File: src/lrs_pkg.sv
// Package for the LSD radix sort core: controller state and the
// controller/datapath command and status structs. No dependencies.
`default_nettype none
package lrs_pkg;

  typedef enum logic [3:0] {
    ST_LOAD,
    ST_CLR,
    ST_CNT,
    ST_SCAN,
    ST_SCAT,
    ST_EMIT
  } lrs_state_e;

  typedef struct packed {
    logic load;
    logic clr;
    logic cnt;
    logic scan;
    logic scat;
    logic emit;
    logic first;
    logic last_pass;
    logic step;
  } lrs_cmd_t;

  typedef struct packed {
    logic idx_end;
    logic bkt_end;
    logic pass_end;
    logic empty;
    logic out_busy;
  } lrs_sts_t;

endpackage
`default_nettype wire

File: src/lrs_ctrl.sv
// Controller state machine for the radix sort core.
// Depends on lrs_pkg.
`default_nettype none
module lrs_ctrl (
  input  wire                clk_i,
  input  wire                rst_ni,
  input  wire                in_valid_i,
  input  wire                in_last_i,
  output logic               in_ready_o,
  input  lrs_pkg::lrs_sts_t  sts_i,
  output lrs_pkg::lrs_cmd_t  cmd_o
);
  import lrs_pkg::*;

  lrs_state_e state_q, state_d;
  logic       first_q, first_d;
  logic [1:0] ph_q, ph_d;
  logic       ph_last;
  logic       step;

  always_ff @(posedge clk_i or negedge rst_ni) begin
    if (!rst_ni) begin
      state_q <= ST_LOAD;
      first_q <= 1'b1;
      ph_q    <= '0;
    end else begin
      state_q <= state_d;
      first_q <= first_d;
      ph_q    <= ph_d;
    end
  end

  // Per-item phase: read key, read table, then act (count and scatter; clear, scan and emit use fewer phases).
  always_comb begin
    ph_last = 1'b0;
    unique case (state_q)
      ST_CLR:           ph_last = 1'b1;
      ST_SCAN, ST_EMIT: ph_last = (ph_q == 2'd1);
      ST_CNT, ST_SCAT:  ph_last = (ph_q == 2'd2);
      default:          ph_last = 1'b0;
    endcase
    step = ph_last && !((state_q == ST_EMIT) && sts_i.out_busy);
    if ((state_q == ST_LOAD) || step) ph_d = '0;
    else if (ph_last) ph_d = ph_q;
    else ph_d = ph_q + 2'd1;
  end

  always_comb begin
    state_d = state_q;
    first_d = first_q;
    unique case (state_q)
      ST_LOAD: if (in_valid_i && in_last_i) begin
        state_d = ST_CLR;
        first_d = 1'b1;
      end
      ST_CLR:  if (step && sts_i.bkt_end) state_d = first_q ? ST_CNT : ST_SCAN;
      ST_CNT:  if (step && (sts_i.idx_end || sts_i.empty)) state_d = ST_SCAN;
      ST_SCAN: if (step && sts_i.bkt_end) begin
        state_d = ST_SCAT;
        first_d = 1'b0;
      end
      ST_SCAT: if (step && (sts_i.idx_end || sts_i.empty)) begin
        state_d = sts_i.pass_end ? ST_EMIT : ST_SCAN;
      end
      ST_EMIT: if (step && (sts_i.empty || sts_i.idx_end)) state_d = ST_LOAD;
      default: state_d = ST_LOAD;
    endcase
  end

  always_comb begin
    cmd_o       = '0;
    cmd_o.first = first_q;
    in_ready_o  = 1'b0;
    unique case (state_q)
      ST_LOAD: begin
        in_ready_o = 1'b1;
        cmd_o.load = in_valid_i;
      end
      ST_CLR:  cmd_o.clr  = 1'b1;
      ST_CNT:  cmd_o.cnt  = 1'b1;
      ST_SCAN: cmd_o.scan = 1'b1;
      ST_SCAT: cmd_o.scat = 1'b1;
      ST_EMIT: cmd_o.emit = 1'b1;
      default: cmd_o = '0;
    endcase
    cmd_o.step = step;
  end
endmodule
`default_nettype wire

File: config.mk
export PLATFORM = sky130hd
export DESIGN_NAME = lrs_ctrl
export DESIGN_NICKNAME = d
export VERILOG_FILES = /design/src/lrs_pkg.sv /design/src/lrs_ctrl.sv
export SDC_FILE = /design/constraint.sdc
export NUM_CORES = 1
export LEC_CHECK = 0
export ABC_CLOCK_PERIOD_IN_PS = 1500
export BUFFER_PORTS_ARGS = -buffer_cell sky130_fd_sc_hd__buf_4
export CAP_MARGIN = 20
export CORE_AREA = 2 2 39 41
export DETAILED_ROUTE_END_ITERATION = 12
export DIE_AREA = 0 0 41 43
export GPL_TIMING_DRIVEN = 0
export PLACE_DENSITY = 0.62
export SETUP_SLACK_MARGIN = 0.3
export SYNTH_ARGS = -nofsm -noshare
export SYNTH_HDL_FRONTEND = slang
export SYNTH_SLANG_ARGS = --single-unit
File: constraint.sdc
create_clock -name clk_i -period 1.5 [get_ports clk_i]
set_clock_uncertainty 0.15 [all_clocks]
set_input_delay 0.15 -clock clk_i [delete_from_list [all_inputs] [get_ports clk_i]]
set_output_delay 0.15 -clock clk_i [all_outputs]
set_load 0.02 [all_outputs]
==> impl_results.md <==
* Status: finished with violations
* Violated checks: negative setup slack
* Pwr Density at 2110 nW/µm²
* CP endpoint kind: output port
* #FFs+latches synth at 6
* Clock root cell: clkbuf_4
* Final setup TNS at -1.08 ns
* Clock slew at reported path FFs at 0.05 ns
* Setup Crit Path Kind: flop to output port
* Worst endpoint required time at 1.20 ns
* Top_reg_cell synth: dfrtp_1
* Lkg Pwr at 0.487 nW
* Post-route insts no fill at 124
* Ports at 19
* Pre-antenna DRT Iters at 4
* # diodes at 0
* Fin. max-slew vios at 0
* Die Y-Extent at 43 µm
* Internal power at 0.00130 W
* DP HPWL at 980 µm
* Worst setup margin at -0.235 ns
* CP Data Arrival Time at 1.44 ns
* Total track usage at 22.1%
* Vias in the first global route at 586
* P_sw at 0.000981 W
* Die area at 1760 µm²
* Starting DRT DRC Count at 19
* Core Region at 1380 µm²
* Fmax at 576 MHz
* Seq/Total Area, Yosys at 29.6%
* Unique masters post-synth at 31
* Final ANT Viol Nets at 0
* Startpoint types: flop
* Tmin final at 1.74 ns
* Nets at 118
* CP max FO at 6
* CTS tree: done
* Post-synth EDFFs at 0
* Max H-tree Level at 1
* Vias per cell at 5.26
* Post-synth ARST share at 100%
* Port bufs at 17
* Clock power frac at 6.9%
* Syn Nets at 76
* Total vias in the final route at 652
* Most common cell after layout, fill and taps aside: buf_4
* Final WL at 1730 µm
* Dpl cells at 100
* DR WL/cell at 14.0 µm
* YS warnings at 0
* Drt drc at 0
* CTS buffer count at 3
* Max Buffers Root-to-Sink at 2
* Clock latency on the worst-skew pair at 0.25 ns
* Clk sinks at 6
* Die width at 41 µm
* P&R area growth vs syn at 111%
* Final hold viol count at 0
* Setup-failing EPs final at 10
* Max Cap Viol at 0
* Comb pwr share at 78.9%
* Most frequent cells in the layout: 23 x buf_4, 17 x buf_6, 5 x nor2_1, 4 x and2_4, 4 x a21oi_2
* Final period util at 116%
* Max VDD drop at 1.26 mV
* Hold Crit Class: primary input to flop
* Initial antenna violation count at 0
* Pin count of the biggest net entering global routing at 11
* Syn Inst Count at 67
* Initial Util at 37.0%
* Sequential fraction of design power at 14.2%
* Sw frac at 43.0%
* Ratio of cells with drive above 1 in the final layout at 70.4%
* FP Rows at 14
* Avg Synthesized Cell Area at 7.64 µm²
* Cell Area, Synth at 512 µm²
* First-pass GRT wire length at 2530 µm
* RSZ-0062 raised after global routing: yes
* Layout fillers at 108
* Total gr overflow at 0
* Routability Congestion at 0.821
-- per-stage QoR --
stage	setup slack [ns]	hold slack, ns	power, W	cell area [µm²]	utilization (%)
final	-0.235	0.0678	0.00228	1080	78.0
after global routing	-0.301	0.0706	0.00243	1080	78.0
after CTS	-0.230	0.0437	0.00203	983	71.1
after detailed placement	-0.0713	-0.189	0.00138	718	51.9
after global placement	-0.0592	-0.190	0.00138	718	51.9
after floorplan	0.103	-0.296	0.00109	571	-
-- path summary, 6_finish.rpt --
| path | from | endpoint | cells after the start | slack, ns |
|---|---|---|---|---|
| setup / recovery | state_q[2]$_DFFE_PN0P_ | cmd_o[0] | 5 | -0.24 |
| min in group asynchronous | rst_ni | ph_q[0]$_DFFE_PN0P_ | 2 | 0.09 |
| setup reg to reg | state_q[2]$_DFFE_PN0P_ | state_q[1]$_DFFE_PN0P_ | 5 | -0.02 |
| max in group asynchronous | rst_ni | first_q$_DFFE_PN1P_ | 2 | 0.91 |
| hold / removal | sts_i[0] | ph_q[0]$_DFFE_PN0P_ | 3 | 0.07 |
| hold reg to reg | first_q$_DFFE_PN1P_ | first_q$_DFFE_PN1P_ | 2 | 0.35 |
-- cell usage after synthesis (2+ instances only) --
master | instances | area, µm²
buf_4 | 2 | 15.0
and2b_1 | 3 | 22.5
o21ai_0 | 4 | 20.0
nor3_1 | 2 | 10.0
nand3_1 | 2 | 10.0
nand2b_1 | 2 | 12.5
dfrtp_1 | 5 | 125
nand2_1 | 4 | 15.0
nor2_1 | 8 | 30.0
and2_1 | 4 | 25.0
buf_2 | 4 | 20.0
a21oi_1 | 7 | 35.0
a31oi_1 | 2 | 12.5
-- critical path, stage by stage, from the launching register on --
cell and delay (ns):
dfrtp_2 0.47, xor2_2 0.19, a21oi_2 0.08, a31oi_2 0.20
buf_4 0.15, buf_6 0.10
-- cell type report --
cell class              count  area (µm²)  area share (%)
well taps                  16        20.0            1.85
plain buffers               6        68.8            6.37
repair buffers             37         340            31.5
clock buffers               4        26.3            2.43
flip-flops and latches      6         154            14.3
inverters                   1        7.51           0.695
multi-input cells          54         463            42.9
-- layer usage --
| metal | up-vias | GRT usage (%) | share of wire (%) |
|---|---|---|---|
| met2 | 24 | 32.5 | 49 |
| met3 | 4 | 3.66 | 4.6 |
| met4 | 0 | 16.0 | 2.8 |
| li1 | 315 | - | - |
| met5 | - | 0 | 0 |
| met1 | 309 | 27.4 | 44 |
-- flip-flops by register name, summed over array words and instances (netlist names) --
name     cells
state_q      3
first_q      1
ph_q         2
-- power by group through the flow --
stage	clock network, W	registers, W	logic, W
floorplan	0	0.000287	0.000804
global placement	0	0.000302	0.00108
detailed placement	0	0.000304	0.00108
CTS	0.000165	0.000314	0.00155
global route	0.000182	0.000334	0.00191
finish	0.000157	0.000324	0.00180
-- cell families (layout without fill, tap and decap cells) --
| kind of cell | Yosys count | count (layout) | share of synthesized area (%) |
|---|---|---|---|
| DFF | 6 | 6 | 29.6 |
| other | 1 | 1 | 0.733 |
| and+or+nand+nor | 31 | 31 | 34.0 |
| buffers and inverters | 7 | 48 | 7.58 |
| xor gates and xnor gates | 1 | 1 | 1.71 |
| AOI/OAI and AO/OA | 21 | 21 | 26.4 |
-- repair_timing --
action	in CTS	in global routing
endpoints found under the hold margin	6	0
hold buffers	1	0
gates resized for setup	33	17
setup endpoints to repair	14	15
buffers inserted	16	3
pin swaps	11	12
Note: power is estimated with default switching activity, not from simulation.
